`src/rtl/mec_pkg.sv`:
```
// mec_pkg: shared types, constants and helpers of the mandelbrot escape counter
// used by mec_front, mec_queue, mec_back and mandelbrot_escape_counter
package mec_pkg;

  // fixed-point field widths
  localparam int unsigned Q_W      = 32;  // signed Q4.28
  localparam int unsigned PIX_W    = 10;
  localparam int unsigned COUNT_W  = 11;
  localparam int unsigned PROD_W   = 64;  // signed Q8.56
  localparam int unsigned WIDE_W   = 44;  // sums before saturation
  localparam int unsigned CFG_IDX_W = 3;

  // queue depth between front and back
  localparam int unsigned QUEUE_DEPTH_DEFAULT = 2;

  // register reset values
  localparam logic signed [Q_W-1:0]   LEFT_EDGE_RST = -32'sd671088640;
  localparam logic signed [Q_W-1:0]   TOP_EDGE_RST  = -32'sd322122547;
  localparam logic signed [Q_W-1:0]   X_STEP_RST    = 32'sd1491308;
  localparam logic signed [Q_W-1:0]   Y_STEP_RST    = 32'sd1590728;
  localparam logic [COUNT_W-1:0]      MAX_ITER_RST  = 11'd2000;

  // escape bound: 4.0 in Q8.56
  localparam logic [PROD_W-1:0] ESCAPE_LIMIT = 64'h0400_0000_0000_0000;
  // rounding offsets for the shifts by 28 and by 27
  localparam logic signed [PROD_W-1:0] ROUND_28 = 64'sh0000_0000_0800_0000;
  localparam logic signed [PROD_W-1:0] ROUND_27 = 64'sh0000_0000_0400_0000;

  // configuration register indexes
  typedef enum logic [CFG_IDX_W-1:0] {
    CFG_LEFT_EDGE = 3'd0,
    CFG_TOP_EDGE  = 3'd1,
    CFG_X_STEP    = 3'd2,
    CFG_Y_STEP    = 3'd3,
    CFG_MAX_ITER  = 3'd4
  } cfg_reg_e;

  // point c handed from front to back
  typedef struct packed {
    logic signed [Q_W-1:0] cx;
    logic signed [Q_W-1:0] cy;
  } point_t;

  // push side of the queue
  typedef struct packed {
    logic   valid;
    point_t point;
  } q_push_t;

  // queue status
  typedef struct packed {
    logic full;
    logic empty;
  } q_status_t;

  // clamp a widened sum to the Q4.28 range
  function automatic logic signed [Q_W-1:0] sat_q428(input logic signed [WIDE_W-1:0] v);
    logic all_sign;
    all_sign = (v[WIDE_W-1:Q_W-1] == '0) || (v[WIDE_W-1:Q_W-1] == '1);
    if (all_sign) begin
      sat_q428 = v[Q_W-1:0];
    end else if (v[WIDE_W-1]) begin
      sat_q428 = {1'b1, {(Q_W-1){1'b0}}};
    end else begin
      sat_q428 = {1'b0, {(Q_W-1){1'b1}}};
    end
  endfunction

endpackage

```
`src/rtl/mec_front.sv`:
```
// mec_front: takes a pixel, forms the point c = (left + col*x_step, top + row*y_step)
// depends on mec_pkg; pushes into mec_queue
module mec_front (
  input  logic                          clk,
  input  logic                          rst,
  input  logic                          start,
  output logic                          busy,
  input  logic [mec_pkg::PIX_W-1:0]     pixel_col,
  input  logic [mec_pkg::PIX_W-1:0]     pixel_row,
  input  logic signed [mec_pkg::Q_W-1:0] left_edge,
  input  logic signed [mec_pkg::Q_W-1:0] top_edge,
  input  logic signed [mec_pkg::Q_W-1:0] x_step,
  input  logic signed [mec_pkg::Q_W-1:0] y_step,
  input  mec_pkg::q_status_t            q_stat,
  output mec_pkg::q_push_t              q_push
);
  import mec_pkg::*;

  localparam int unsigned MUL_W = PIX_W + 1 + Q_W;

  typedef enum logic [1:0] {
    F_IDLE,
    F_MUL,
    F_PUSH
  } f_state_t;

  f_state_t                 f_state;
  logic [PIX_W-1:0]         col_r;
  logic [PIX_W-1:0]         row_r;
  logic signed [MUL_W-1:0]  prod_x;
  logic signed [MUL_W-1:0]  prod_y;
  logic signed [WIDE_W-1:0] sum_x;
  logic signed [WIDE_W-1:0] sum_y;

  // sequencer: latch pixel, multiply, push when the queue has room
  always_ff @(posedge clk) begin
    if (rst) begin
      f_state <= F_IDLE;
    end else begin
      unique case (f_state)
        F_IDLE: begin
          if (start) begin
            col_r   <= pixel_col;
            row_r   <= pixel_row;
            f_state <= F_MUL;
          end
        end
        F_MUL: begin
          prod_x  <= $signed({1'b0, col_r}) * x_step;
          prod_y  <= $signed({1'b0, row_r}) * y_step;
          f_state <= F_PUSH;
        end
        F_PUSH: begin
          if (!q_stat.full) begin
            f_state <= F_IDLE;
          end
        end
        default: f_state <= F_IDLE;
      endcase
    end
  end

  // offset by the frame origin and clamp
  always_comb begin
    sum_x = {prod_x[MUL_W-1], prod_x} + {{(WIDE_W-Q_W){left_edge[Q_W-1]}}, left_edge};
    sum_y = {prod_y[MUL_W-1], prod_y} + {{(WIDE_W-Q_W){top_edge[Q_W-1]}}, top_edge};
    q_push.valid    = (f_state == F_PUSH) && !q_stat.full;
    q_push.point.cx = sat_q428(sum_x);
    q_push.point.cy = sat_q428(sum_y);
  end

  assign busy = (f_state != F_IDLE);

endmodule

```
`config.mk`:
```
export PLATFORM = sky130hd
export DESIGN_NAME = mec_front
export DESIGN_NICKNAME = d
export VERILOG_FILES = /design/src/rtl/mec_pkg.sv /design/src/rtl/mec_front.sv
export SDC_FILE = /design/constraint.sdc
export NUM_CORES = 2
export LEC_CHECK = 0
export CORE_UTILIZATION = 43
export CTS_BUF_LIST = sky130_fd_sc_hd__clkbuf_8
export DETAILED_ROUTE_END_ITERATION = 8
export DONT_BUFFER_PORTS = 1
export GPL_ROUTABILITY_DRIVEN = 1
export PLACE_DENSITY_LB_ADDON = 0.3
export SLEW_MARGIN = 20
export SYNTH_ARGS = -nofsm -noshare
export SYNTH_HDL_FRONTEND = slang
export SYNTH_SLANG_ARGS = --single-unit
```
`constraint.sdc`:
```
create_clock -name clk -period 9.8 [get_ports clk]
set_input_delay 0.98 -clock clk [delete_from_list [all_inputs] [get_ports clk]]
set_output_delay 0.98 -clock clk [all_outputs]
set_load 0.01 [all_outputs]
```
==> flow_summary.json <==
{
  "status": "completed",
  "fin_nets": 4297,
  "grt_pass1_vias": 23231,
  "ctsResizeCount": 0,
  "synth_area_leaders": "fa_1, ha_1, edfxtp_1",
  "via_per_inst": 5.18,
  "worst_ir_drop_vdd_v": 0.000166,
  "grt_pass1_wl_um": 118000,
  "crit_fanout": 32,
  "ys.flop_type": "edfxtp_1",
  "maxSlewHeadroom_pct": 28.8,
  "post-synth-top-area-cell": "fa_1",
  "synth_warnings": 0,
  "synth_edf_count": 106,
  "ant_nets": 0,
  "clockRootBuffer": "clkbuf_8",
  "syn2layout_area_growth_pct": 2.76,
  "synth_top_cells_by_count": "inv_1, fa_1, nand2_1",
  "p_int_mw": 4.63,
  "min_path_type": "reg2reg",
  "cp_data_required_time_ns": 10.00,
  "htreeDepth": 3,
  "fin_crit_sh_pct": 69.1,
  "rows": 97,
  "cts_inserted_buffers": 9,
  "rsz0062_at_grt": "no",
  "grtUsageTotal_pct": 20.1,
  "clockPowerShare_pct": 2.9,
  "dp_hpwl_um": 59400,
  "synth_nets": 4424,
  "drt-initial-drc-count": 938,
  "clock.fmax_mhz": 148,
  "slowest_stage": "a2111oi_0",
  "grt_overflow": 0,
  "synthArstFlopShare_pct": 0,
  "cp_num_buf_inv": 5,
  "port_buffers": 0,
  "final-setup-viol-count": 0,
  "die_x_um": 270,
  "avgSynthCellArea_um2": 8.92,
  "place_ws_ns": 2.65,
  "cts.path.max_buffers": 2,
  "critical_path.top_delay_family": "adder cells",
  "ys_seq_area_share_pct": 10.5,
  "comb_power_share_pct": 85.9,
  "drt_wl_total_um": 70900,
  "tritoncts": "built",
  "power.share.switching_pct": 51.0,
  "die-area_um2": 72700,
  "p_seq_share_pct": 11.2,
  "cp-end-kind": "flop",
  "drc": 0,
  "synth_area_um2": 30800,
  "hold_buffers": 0,
  "slowest_delay_ns": 0.55,
  "die_y_um": 270,
  "maxSlewViolCount": 0,
  "grt_max_degree": 87,
  "initial_core_util_pct": 43.7,
  "syn_inst": 3451,
  "p_leak_nw": 15.4,
  "fin_ws_ns": 3.03,
  "p_sw_mw": 4.81,
  "clk_latency_ns": 0.45,
  "place_congestion": 0.885,
  "drv_cap": 0,
  "yosysUniqueCellTypes": 86,
  "clock_sink_count": 108,
  "crit_path_cell_trace": "buf_4 -> and2_1 -> fa_1 -> inv_1 -> fa_1 -> inv_1 -> fa_1 -> fa_1 -> inv_1 -> fa_1 -> inv_1 -> ha_1 -> a2111oi_0 -> a2111oi_0 -> a211oi_1 -> o21ai_1 -> a211oi_1 -> o31a_1 -> o31ai_1 -> a21o_1 -> a21oi_1 -> xnor2_1",
  "fin_crit_ns": 6.77,
  "synth.most_common_cell": "inv_1",
  "tns_ns": 0,
  "ios": 219,
  "drive_above_1_share_pct": 2.37,
  "wl_per_cell_um": 16.6,
  "start_kind": "flop",
  "criticalPathCategory": "reg2reg",
  "skew_ns": 0.0271,
  "core_area_um2": 70400,
  "clkTransAtPathRegs_ns": 0.12,
  "synth_top_area_share_pct": 35.6,
  "ys_seq_elements": 108,
  "powerDensity_nw_per_um2": 298,
  "vias": 22158,
  "postCtsSetupRepairBufs": 0,
  "fillers": 6904,
  "dr.pass1.iters": 5,
  "utilization_pct": 45.0,
  "antenna_found_initial": 18,
  "finalHoldViolCount": 0,
  "crit_arrival_ns": 6.97,
  "crit_top_cell": "fa_1",
  "worst_pin_slew_ns": 1.07
}
-- sequential cells by signal, indices dropped and copies added, names as in the netlist --
name,count
f_state,2
row_r,10
col_r,10
prod_y,43
prod_x,43
-- per-layer routing --
metal,global-route usage (%),wire length (µm),vias to the layer above
li1,-,-,10636
met1,25.6,31600,10947
met2,34.1,33400,470
met3,4.52,4250,89
met4,5.68,1580,16
met5,0,97,-
-- through the flow --
| stage | cell area [µm²] | hold WS [ns] | cells | power [mW] |
|---|---|---|---|---|
| 2_1_floorplan | 30800 | 0.481 | 3451 | 7.75 |
| 3_3_place_gp | 31500 | 0.525 | 4253 | 9.13 |
| 3_5_place_dp | 31500 | 0.547 | 4253 | 9.21 |
| 4_1_cts | 31600 | 0.526 | 4269 | 9.53 |
| 5_1_grt | 31600 | 0.540 | 4276 | 10.7 |
| 6_report | 31600 | 0.558 | 4277 | 9.44 |
-- power by group through the flow --
stage	sequential (mW)	clock, mW	combinational [mW]
floorplan	1.05	0	6.70
global placement	1.06	0	8.06
detailed placement	1.07	0	8.14
CTS	1.06	0.289	8.18
global route	1.07	0.302	9.34
finish	1.06	0.272	8.11
-- worst min-delay path: cells and delay by family (launching register included) --
family	cells	cell delay, ns
flops	1	0.38
compound gates	1	0.06
simple gates	1	0.09
-- kinds of logic after synthesis --
| group | share of synthesized area, % |
|---|---|
| and+or+nand+nor | 16.0 |
| adders and majority gates | 46.7 |
| buffers and inverters | 10.2 |
| AOI/OAI and AO/OA | 12.0 |
| xor gates and xnor gates | 4.55 |
| DFF | 10.5 |
| muxes | 0.102 |
-- final timing paths --
kind | cells after the start | endpoint | slack, ns | from
worst max register to register | 22 | prod_y[39] | 3.03 | row_r[5]
worst min-delay path | 2 | f_state[1] | 0.56 | f_state[0]
worst max-delay path | 22 | prod_y[39] | 3.03 | row_r[5]
worst min register to register | 2 | f_state[1] | 0.56 | f_state[0]
-- area by class of cell --
cell class	count	area (µm²)	share of cell area, %
Clock buffer	9	124	0.391
Timing Repair Buffer	19	146	0.463
Clock inverter	7	37.5	0.119
Inverter	659	2470	7.82
Tap cell	940	1180	3.72
Antenna cell	8	20.0	0.0633
Sequential cell	108	3220	10.2
Multi-Input combinational cell	2527	24400	77.2
-- layout by cell type (no fill, tap or decap), types with 7 or more instances in the layout --
cell,netlist,layout
o21ai_0,74,74
edfxtp_1,106,106
o31ai_1,7,7
nor2_1,74,74
buf_4,3,18
o211ai_1,9,9
nand2b_1,21,21
nor3_1,27,27
o21bai_1,25,25
nand2_1,429,429
or3_1,7,7
nand4_1,18,18
clkbuf_8,0,9
nand3_1,33,33
and3_1,19,19
diode_2,0,8
o21ai_1,19,19
xor2_1,58,58
a21o_1,109,109
inv_1,659,662
or2_2,7,7
nor2b_1,35,35
a31oi_1,16,16
a21oi_1,176,176
a211oi_1,18,18
o21a_1,20,20
fa_1,548,548
ha_1,272,272
and2_1,293,293
xnor2_1,102,102
No activity file was read; power rests on OpenSTA's default activity.
