==> config.mk <==
export PLATFORM = sky130hd
export DESIGN_NAME = mec_queue
export DESIGN_NICKNAME = d
export VERILOG_FILES = /design/src/rtl/mec_pkg.sv /design/src/rtl/mec_queue.sv
export SDC_FILE = /design/constraint.sdc
export NUM_CORES = 1
export LEC_CHECK = 0
export ABC_AREA = 1
export BUFFER_PORTS_ARGS = -buffer_cell sky130_fd_sc_hd__buf_4
export CORE_MARGIN = 2
export CORE_UTILIZATION = 50
export CTS_BUF_LIST = sky130_fd_sc_hd__clkbuf_16
export CTS_CLUSTER_DIAMETER = 100
export CTS_CLUSTER_SIZE = 30
export DETAILED_ROUTE_END_ITERATION = 10
export PLACE_DENSITY_LB_ADDON = 0.15
export SETUP_SLACK_MARGIN = 0.1
export SLEW_MARGIN = 20
export SYNTH_ARGS = -nofsm -noshare
export SYNTH_HDL_FRONTEND = slang
export SYNTH_SLANG_ARGS = --single-unit
export TNS_END_PERCENT = 5
==> constraint.sdc <==
create_clock -name clk -period 6.8 [get_ports clk]
set_clock_uncertainty 0.05 [all_clocks]
set_input_delay 0.34 -clock clk [delete_from_list [all_inputs] [get_ports clk]]
set_output_delay 0.34 -clock clk [all_outputs]
set_load 0.02 [all_outputs]
==> src/rtl/mec_pkg.sv <==
// mec_pkg: shared types, constants and helpers of the mandelbrot escape counter
// used by mec_front, mec_queue, mec_back and mandelbrot_escape_counter
package mec_pkg;

  // fixed-point field widths
  localparam int unsigned Q_W      = 32;  // signed Q4.28
  localparam int unsigned PIX_W    = 10;
  localparam int unsigned COUNT_W  = 11;
  localparam int unsigned PROD_W   = 64;  // signed Q8.56
  localparam int unsigned WIDE_W   = 44;  // sums before saturation
  localparam int unsigned CFG_IDX_W = 3;

  // queue depth between front and back
  localparam int unsigned QUEUE_DEPTH_DEFAULT = 2;

  // register reset values
  localparam logic signed [Q_W-1:0]   LEFT_EDGE_RST = -32'sd671088640;
  localparam logic signed [Q_W-1:0]   TOP_EDGE_RST  = -32'sd322122547;
  localparam logic signed [Q_W-1:0]   X_STEP_RST    = 32'sd1491308;
  localparam logic signed [Q_W-1:0]   Y_STEP_RST    = 32'sd1590728;
  localparam logic [COUNT_W-1:0]      MAX_ITER_RST  = 11'd2000;

  // escape bound: 4.0 in Q8.56
  localparam logic [PROD_W-1:0] ESCAPE_LIMIT = 64'h0400_0000_0000_0000;
  // rounding offsets for the shifts by 28 and by 27
  localparam logic signed [PROD_W-1:0] ROUND_28 = 64'sh0000_0000_0800_0000;
  localparam logic signed [PROD_W-1:0] ROUND_27 = 64'sh0000_0000_0400_0000;

  // configuration register indexes
  typedef enum logic [CFG_IDX_W-1:0] {
    CFG_LEFT_EDGE = 3'd0,
    CFG_TOP_EDGE  = 3'd1,
    CFG_X_STEP    = 3'd2,
    CFG_Y_STEP    = 3'd3,
    CFG_MAX_ITER  = 3'd4
  } cfg_reg_e;

  // point c handed from front to back
  typedef struct packed {
    logic signed [Q_W-1:0] cx;
    logic signed [Q_W-1:0] cy;
  } point_t;

  // push side of the queue
  typedef struct packed {
    logic   valid;
    point_t point;
  } q_push_t;

  // queue status
  typedef struct packed {
    logic full;
    logic empty;
  } q_status_t;

  // clamp a widened sum to the Q4.28 range
  function automatic logic signed [Q_W-1:0] sat_q428(input logic signed [WIDE_W-1:0] v);
    logic all_sign;
    all_sign = (v[WIDE_W-1:Q_W-1] == '0) || (v[WIDE_W-1:Q_W-1] == '1);
    if (all_sign) begin
      sat_q428 = v[Q_W-1:0];
    end else if (v[WIDE_W-1]) begin
      sat_q428 = {1'b1, {(Q_W-1){1'b0}}};
    end else begin
      sat_q428 = {1'b0, {(Q_W-1){1'b1}}};
    end
  endfunction

endpackage

==> src/rtl/mec_queue.sv <==
// mec_queue: short fifo of points between the front and the back
// depends on mec_pkg
module mec_queue #(
  parameter int unsigned DEPTH = mec_pkg::QUEUE_DEPTH_DEFAULT  // 2 to 8
) (
  input  logic                 clk,
  input  logic                 rst,
  input  mec_pkg::q_push_t     q_push,
  input  logic                 pop,
  output mec_pkg::q_status_t   q_stat,
  output mec_pkg::point_t      head
);
  import mec_pkg::*;

  localparam int unsigned PTR_W  = (DEPTH > 1) ? $clog2(DEPTH) : 1;
  localparam int unsigned FILL_W = $clog2(DEPTH + 1);
  localparam logic [PTR_W-1:0]  LAST_PTR = PTR_W'(DEPTH - 1);
  localparam logic [FILL_W-1:0] FULL_FILL = FILL_W'(DEPTH);

  point_t            entries [DEPTH];
  logic [PTR_W-1:0]  wr_ptr;
  logic [PTR_W-1:0]  rd_ptr;
  logic [FILL_W-1:0] fill;

  // pointers and fill level
  always_ff @(posedge clk) begin
    if (rst) begin
      wr_ptr <= '0;
      rd_ptr <= '0;
      fill   <= '0;
    end else begin
      if (q_push.valid) begin
        entries[wr_ptr] <= q_push.point;
        wr_ptr <= (wr_ptr == LAST_PTR) ? '0 : wr_ptr + 1'b1;
      end
      if (pop) begin
        rd_ptr <= (rd_ptr == LAST_PTR) ? '0 : rd_ptr + 1'b1;
      end
      unique case ({q_push.valid, pop})
        2'b10:   fill <= fill + 1'b1;
        2'b01:   fill <= fill - 1'b1;
        default: fill <= fill;
      endcase
    end
  end

  // status and head word
  assign q_stat.full  = (fill == FULL_FILL);
  assign q_stat.empty = (fill == '0);
  assign head         = entries[rd_ptr];

endmodule

==> run summary, run 1 <==
Final ANT Viol Nets: 0
Reg2reg start: wr_ptr
Final period utilization: 0.4015
Max layer used: met4
CP required: 6.41 ns
Post-layout minimum cycle time: 2.730 ns
H-tree depth: 4
Logic pwr share: 0.115
Metal3 WL: 665 um
Largest net degree at the start of global routing: 65
Sequential power share: 0.470
Worst Hold Launch: q_push[16]
WP data arrival: 2.34 ns
Setup TNS Final: 0 ns
Reg2reg end: entries[1][10]
Worst reg2reg setup slack: 4.69 ns
DR vias: 2528
Yosys warnings: 0
Clock Sinks: 133
Yosys top cell by area: edfxtp_1
Drt first pass iters: 4
Core ar.: 0.01018 sq mm
Nets@finish: 450
Yosys top cell area share: 0.7462
Wirelength per Cell: 15.85 um
Synthesis-stage register bit count: 133
Wire length of the first global-routing pass: 12860 um
Starting DRT DRC Count: 87
Net load switching power: 0.0004588 W
Vias per cell: 4.770
Setup bufs post-CTS: 0
Crit. End Element: primary output
Hold Path Sink: entries[0][16]
WHS Path Cells: 1
Vias in the first global route: 2597
Total CTS buffers: 17
Clock Path Buffers: 2
DR DRC count: 0
Port bufs: 133
Initial antenna violation count: 0
Worst vdd ir: 0.1655 mV
DP HPWL: 5220 um
Synthesized cell area: 0.005151 sq mm
Number of diodes: 0
Clk slew on worst S/H paths: 0.06 ns
Worst slew margin: 0.4282
Root Driver: clkbuf_16
CTS tree: built
Maxcap violations: 0
Hold slack: 0.06209 ns
CP Max Fanout: 37
Final hold vios: 0
Yosys cell types: 15
Post-CTS Resized: 0
Top cells by area, synth: edfxtp_1, mux2_4, buf_12
Post-Syn Area per Cell: 22.11 sq um
Row count: 37
Mapped Cells: 233
RSZ-0062 raised after global routing: false
Routed wl met2: 4234 um
Switching power share of the total: 0.2274
Routability Congestion: 0.6530
Initial Utilization: 0.5058
CP Class: register to primary output
CP startpoint kind: register
WL final: 8400 um
Share of cells above drive strength 1: 0.5888
Ports: 134
Worst R2R Path Depth: 3
Post-CTS Hold Fix Bufs: 0
P&R area growth vs syn: 31.82%
Clk pwr share: 0.415
DIE HEIGHT: 105.5 um
Metal-1 WL: 3461 um
Total gr overflow: 0
Hold Path Class: input pin to register
Total GRT Usage: 0.1562
Status: finished, final reports clean
Seq/Total Area, Yosys: 0.7656
Leak Pwr: 2.677 nW
FMAX: 366.2 MHz
Max Slew Vio Count: 0
Net Count, Synth: 302
Pint: 0.001558 W
Power density over cell area: 297.1 mW/mm^2
Die W: 105.5 um
Worst-margin pin slew: 0.8577 ns
Die area: 0.01113 sq mm
Count of final setup violators: 0
Worst skew pair latency: 0.40 ns
-- critical path, cell delays in order, from the launching register on --
cell	delay, ns
dfxtp_4	0.68
buf_4	0.67
mux2_2	0.41
buf_4	0.16
-- cell type report --
type	instances	area, sq um
flip-flops and latches	133	3948
fillers	714	3395
multi-input cells	86	1069
repair buffers	136	1021
clock buffers	17	425.4
well taps	136	170.2
clock inverters	15	131.4
inverters	7	26.28
-- per-stage QoR --
step                      cell area (sq um)  worst slack [ns]    util  cells  total power, W
after floorplan                        5151             1.380       -    233        0.001113
after global placement                 6227             4.250  0.6114    498        0.001196
after detailed placement               6227             4.207  0.6114    498        0.001200
after CTS                              6784             4.007  0.6661    530        0.002040
after global routing                   6790             3.928  0.6667    530        0.002089
final                                  6790             4.070  0.6667    530        0.002017
-- cell usage in the layout (no fill, tap or decap) --
master and count:
clkinv_1 2, o21ai_0 1, clkbuf_16 17, bufinv_16 1, buf_4 136, inv_1 8
mux2_4 60, mux2_2 4, dfxtp_1 4, nor3_4 1, xnor2_1 1, clkinvlp_4 5
dfxtp_4 1, ha_1 1, clkinv_4 2, nand2_1 6, a21oi_1 2, inv_6 4
nor2_1 8, edfxtp_1 128, nor2_4 1, nand4_1 1
-- cells by family (layout without fill, tap and decap cells) --
kind of cell               after synthesis  count (layout)  share of synthesized area
buffers and inverters                   14             175                    0.03061
AOI/OAI and AO/OA                        3               3                   0.002914
xor gates and xnor gates                 1               1                   0.001701
muxes                                   64              64                     0.1836
adders and majority gates                1               1                   0.002429
and+or+nand+nor                         17              17                    0.01312
DFF                                    133             133                     0.7656
-- cells in the mapped netlist --
master,instances
edfxtp_1,128
mux2_4,60
nor2_1,9
inv_1,7
buf_12,6
nand2_1,6
dfxtp_1,5
mux2_2,4
a21oi_1,2
buf_6,1
ha_1,1
nand4_1,1
nor3_1,1
o21ai_0,1
xnor2_1,1
-- sequential cells by signal (all words and copies together), names as in the netlist, named ones only --
register and cells:
entries 128, wr_ptr 1, fill 2, rd_ptr 1
-- power groups by stage --
stage / logic, W / registers [W] / clock network [W]
floorplan: 0.000157 / 0.000957 / 0
global placement: 0.000232 / 0.000964 / 0
detailed placement: 0.000235 / 0.000965 / 0
CTS: 0.000235 / 0.000948 / 0.000856
global route: 0.000247 / 0.000951 / 0.000892
finish: 0.000233 / 0.000948 / 0.000837
-- worst max-delay path by stage --
stage	to	cells past startpoint	slack [ns]	from
after floorplan	entries[1][0]	1	1.38	rst
after global placement	entries[1][17]	3	4.25	rst
after detailed placement	entries[1][19]	3	4.21	rst
after CTS	head[50]	3	4.01	register
after global routing	head[50]	3	3.93	register
final	head[50]	3	4.07	register
-- per-layer routing --
| layer | vias up | track usage |
|---|---|---|
| met3 | 4 | 0.07669 |
| met4 | 0 | 0.05451 |
| met2 | 102 | 0.2488 |
| li1 | 1207 | - |
| met5 | - | 0 |
| met1 | 1215 | 0.1852 |
Note: power is estimated with default switching activity, not from simulation.
==> inputs of run 2 (changes only) <==
--- a/config.mk
+++ b/config.mk
@@ -8,7 +8,7 @@
 export ABC_AREA = 1
 export BUFFER_PORTS_ARGS = -buffer_cell sky130_fd_sc_hd__buf_4
 export CORE_MARGIN = 2
-export CORE_UTILIZATION = 50
+export CORE_UTILIZATION = 47
 export CTS_BUF_LIST = sky130_fd_sc_hd__clkbuf_16
 export CTS_CLUSTER_DIAMETER = 100
 export CTS_CLUSTER_SIZE = 30
==> constraint.sdc (replaced) <==
create_clock -name clk -period 2.25 [get_ports clk]
set_clock_uncertainty 0.05 [all_clocks]
set_input_delay 0.1125 -clock clk [delete_from_list [all_inputs] [get_ports clk]]
set_output_delay 0.1125 -clock clk [all_outputs]
set_load 0.02 [all_outputs]
==> run 2 against run 1 <==
Against the previous run: sequential share of layout area shrank 5.9 points; wire length rose by 6.4%; final area grew 11%; clock-buffer cell count is the same; clock power rose to 3.2 times the previous value; largest power group unchanged; first-iteration DRC count grew 3.4%.
==> run summary, run 2 (synthesis results as in run 1) <==
Post-CTS Resized: 0 (unchanged)
Worst path most repeated cell: buf_4 (unchanged)
Worst-margin pin slew: 0.3675 ns (was 0.8577 ns)
Largest net degree at the start of global routing: 65 (unchanged)
Number of diodes: 0 (unchanged)
Status: finished, final reports clean (unchanged)
Share of cells above drive strength 1: 0.5097 (was 0.5888)
WP data arrival: 1.83 ns (was 2.34 ns)
Root Driver: clkbuf_16 (unchanged)
Max Slew Vio Count: 0 (unchanged)
Final Util: 0.7032 (was 0.6667)
Crit. End Element: primary output (unchanged)
Hold slack: 0.3857 ns (was 0.06209 ns)
WL final: 8936 um (was 8400 um)
Worst slew margin: 0.7550 (was 0.4282)
Maxcap violations: 0 (unchanged)
Top Registers: entries: 128 flops, fill: 2 flops (unchanged)
Total GRT Usage: 0.1556 (was 0.1562)
Clk slew on worst S/H paths: 0.05 ns (was 0.06 ns)
DR DRC count: 0 (unchanged)
Largest Register: entries (unchanged)
Final instance area: 0.007556 sq mm (was 0.006790 sq mm)
Crit path cell chain: buf_4 -> mux2_2 -> buf_4 (unchanged)
Placed instance area: 0.006285 sq mm (was 0.006227 sq mm)
Initial Utilization: 0.4794 (was 0.5058)
P&R area growth vs syn: 46.68% (was 31.82%)
Commonest non-fill, non-tap cells in the layout: buf_4, edfxtp_1, dlygate4sd3_1 (was buf_4, edfxtp_1, mux2_4)
Post-layout minimum cycle time: 1.994 ns
CP required: 2.09 ns (was 6.41 ns)
Routability Congestion: 0.6475 (was 0.6530)
Power density over cell area: 840.4 mW/mm^2 (was 297.1 mW/mm^2)
Die area: 0.01181 sq mm (was 0.01113 sq mm)
CP startpoint kind: register (unchanged)
CP max-delay cell: dfxtp_4 (unchanged)
DIE HEIGHT: 108.7 um (was 105.5 um)
Nets@finish: 519 (was 450)
Worst skew pair latency: 0.40 ns (about the same)
DP HPWL: 5124 um (was 5220 um)
Total gr overflow: 0 (unchanged)
CP Class: register to primary output (unchanged)
Vias in the first global route: 2832 (was 2597)
RSZ-0062 raised after global routing: false (unchanged)
Core ar.: 0.01075 sq mm (was 0.01018 sq mm)
H-tree depth: 4 (unchanged)
Row count: 38 (was 37)
Port bufs: 133 (unchanged)
Count of final setup violators: 0 (unchanged)
Final ANT Viol Nets: 0 (unchanged)
Worst Hold Launch: q_push[29] (was q_push[16])
Hold Path Class: input pin to register (unchanged)
FMAX: 501.4 MHz
Cell count after placement: 503 (was 498)
Die W: 108.7 um (was 105.5 um)
Setup bufs post-CTS: 0 (unchanged)
Reg2reg start: wr_ptr (unchanged)
Vias per cell: 4.594 (was 4.770)
Slowest Stage Delay on Critical Path: 0.58 ns (was 0.68 ns)
Final Non-Filler Cells: 603 (was 530)
Commonest non-fill, non-tap cell in the layout: buf_4 (unchanged)
Wirelength per Cell: 14.82 um (was 15.85 um)
Clock Path Buffers: 2 (unchanged)
Final period utilization: 0.8864
Total CTS buffers: 17 (unchanged)
CP Max Fanout: 19 (was 37)
Clock Sinks: 133 (unchanged)
Ports: 134 (unchanged)
Final hold vios: 0 (unchanged)
DR vias: 2770 (was 2528)
CTS tree: built (unchanged)
Leak Pwr: 3.001 nW (was 2.677 nW)
Max reg flops: 128 (unchanged)
Starting DRT DRC Count: 90 (was 87)
Initial antenna violation count: 0 (unchanged)
Wire length of the first global-routing pass: 13370 um (was 12860 um)
Worst vdd ir: 0.5266 mV (was 0.1655 mV)
Drt first pass iters: 4 (unchanged)
Filler cells: 708 (was 714)
==> run 2: cell count changes in the layout (fill, tap and decap cells not counted), sizes merged <==
cell / previous run / this run
buf: 136 / 137
inv: 12 / 8
clkinv: 4 / 7
dlygate4sd3: 0 / 68
clkinvlp: 5 / 4
bufinv: 1 / 3
==> run 2: per-layer routing <==
metal	share of wire	GRT usage	wire length, um
met5	0	0	0
met4	0.0058	0.05769	52
met3	0.049	0.05140	438
met2	0.54	0.2804	4814
met1	0.41	0.1706	3630
==> run 2: worst max-delay path: cells and delay by family (launching register included) <==
family	cells	cell delay, ns
buffers and inverters	2	0.49
flip-flops	1	0.58
multiplexers	1	0.36
==> run 2: cell type report <==
| type | count | area, sq um | share of cell area |
|---|---|---|---|
| Sequential cell | 133 | 3949 | 0.5226 |
| Tap cell | 140 | 175.2 | 0.02318 |
| Clock inverter | 15 | 165.2 | 0.02186 |
| Multi-Input combinational cell | 86 | 1069 | 0.1414 |
| Clock buffer | 17 | 425.4 | 0.05630 |
| Inverter | 7 | 26.28 | 0.003477 |
| Timing Repair Buffer | 205 | 1747 | 0.2312 |
==> run 2: path summary, 6_finish.rpt <==
| check | to | slack [ns] | cells after the start |
|---|---|---|---|
| worst min-delay path | entries[0][29] | 0.39 | 2 |
| worst max register to register | entries[1][11] | 0.89 | 3 |
| worst min register to register | wr_ptr | 0.43 | 2 |
| worst max-delay path | head[57] | 0.26 | 3 |
==> run 2: power by group <==
part / internal, W / total (W) / switching [W]
combinational: 0.000463 / 0.000821 / 0.000358
clock: 0.00172 / 0.00267 / 0.000950
sequential: 0.00281 / 0.00286 / 0.0000409
==> run 2: stage by stage <==
step	setup WS, ns	TNS (ns)	power, W
finish	0.2556	0	0.006350
global placement	0.6577	0	0.003623
CTS	0.2104	0	0.006420
global route	0.1805	0	0.006592
floorplan	-0.1554	-9.944	0.003362
detailed placement	0.6486	0	0.003636
==> run 2: what timing repair did <==
item,CTS,global route
hold buffers,68,0
setup endpoints to repair,0,0
hold endpoints to repair,132,0
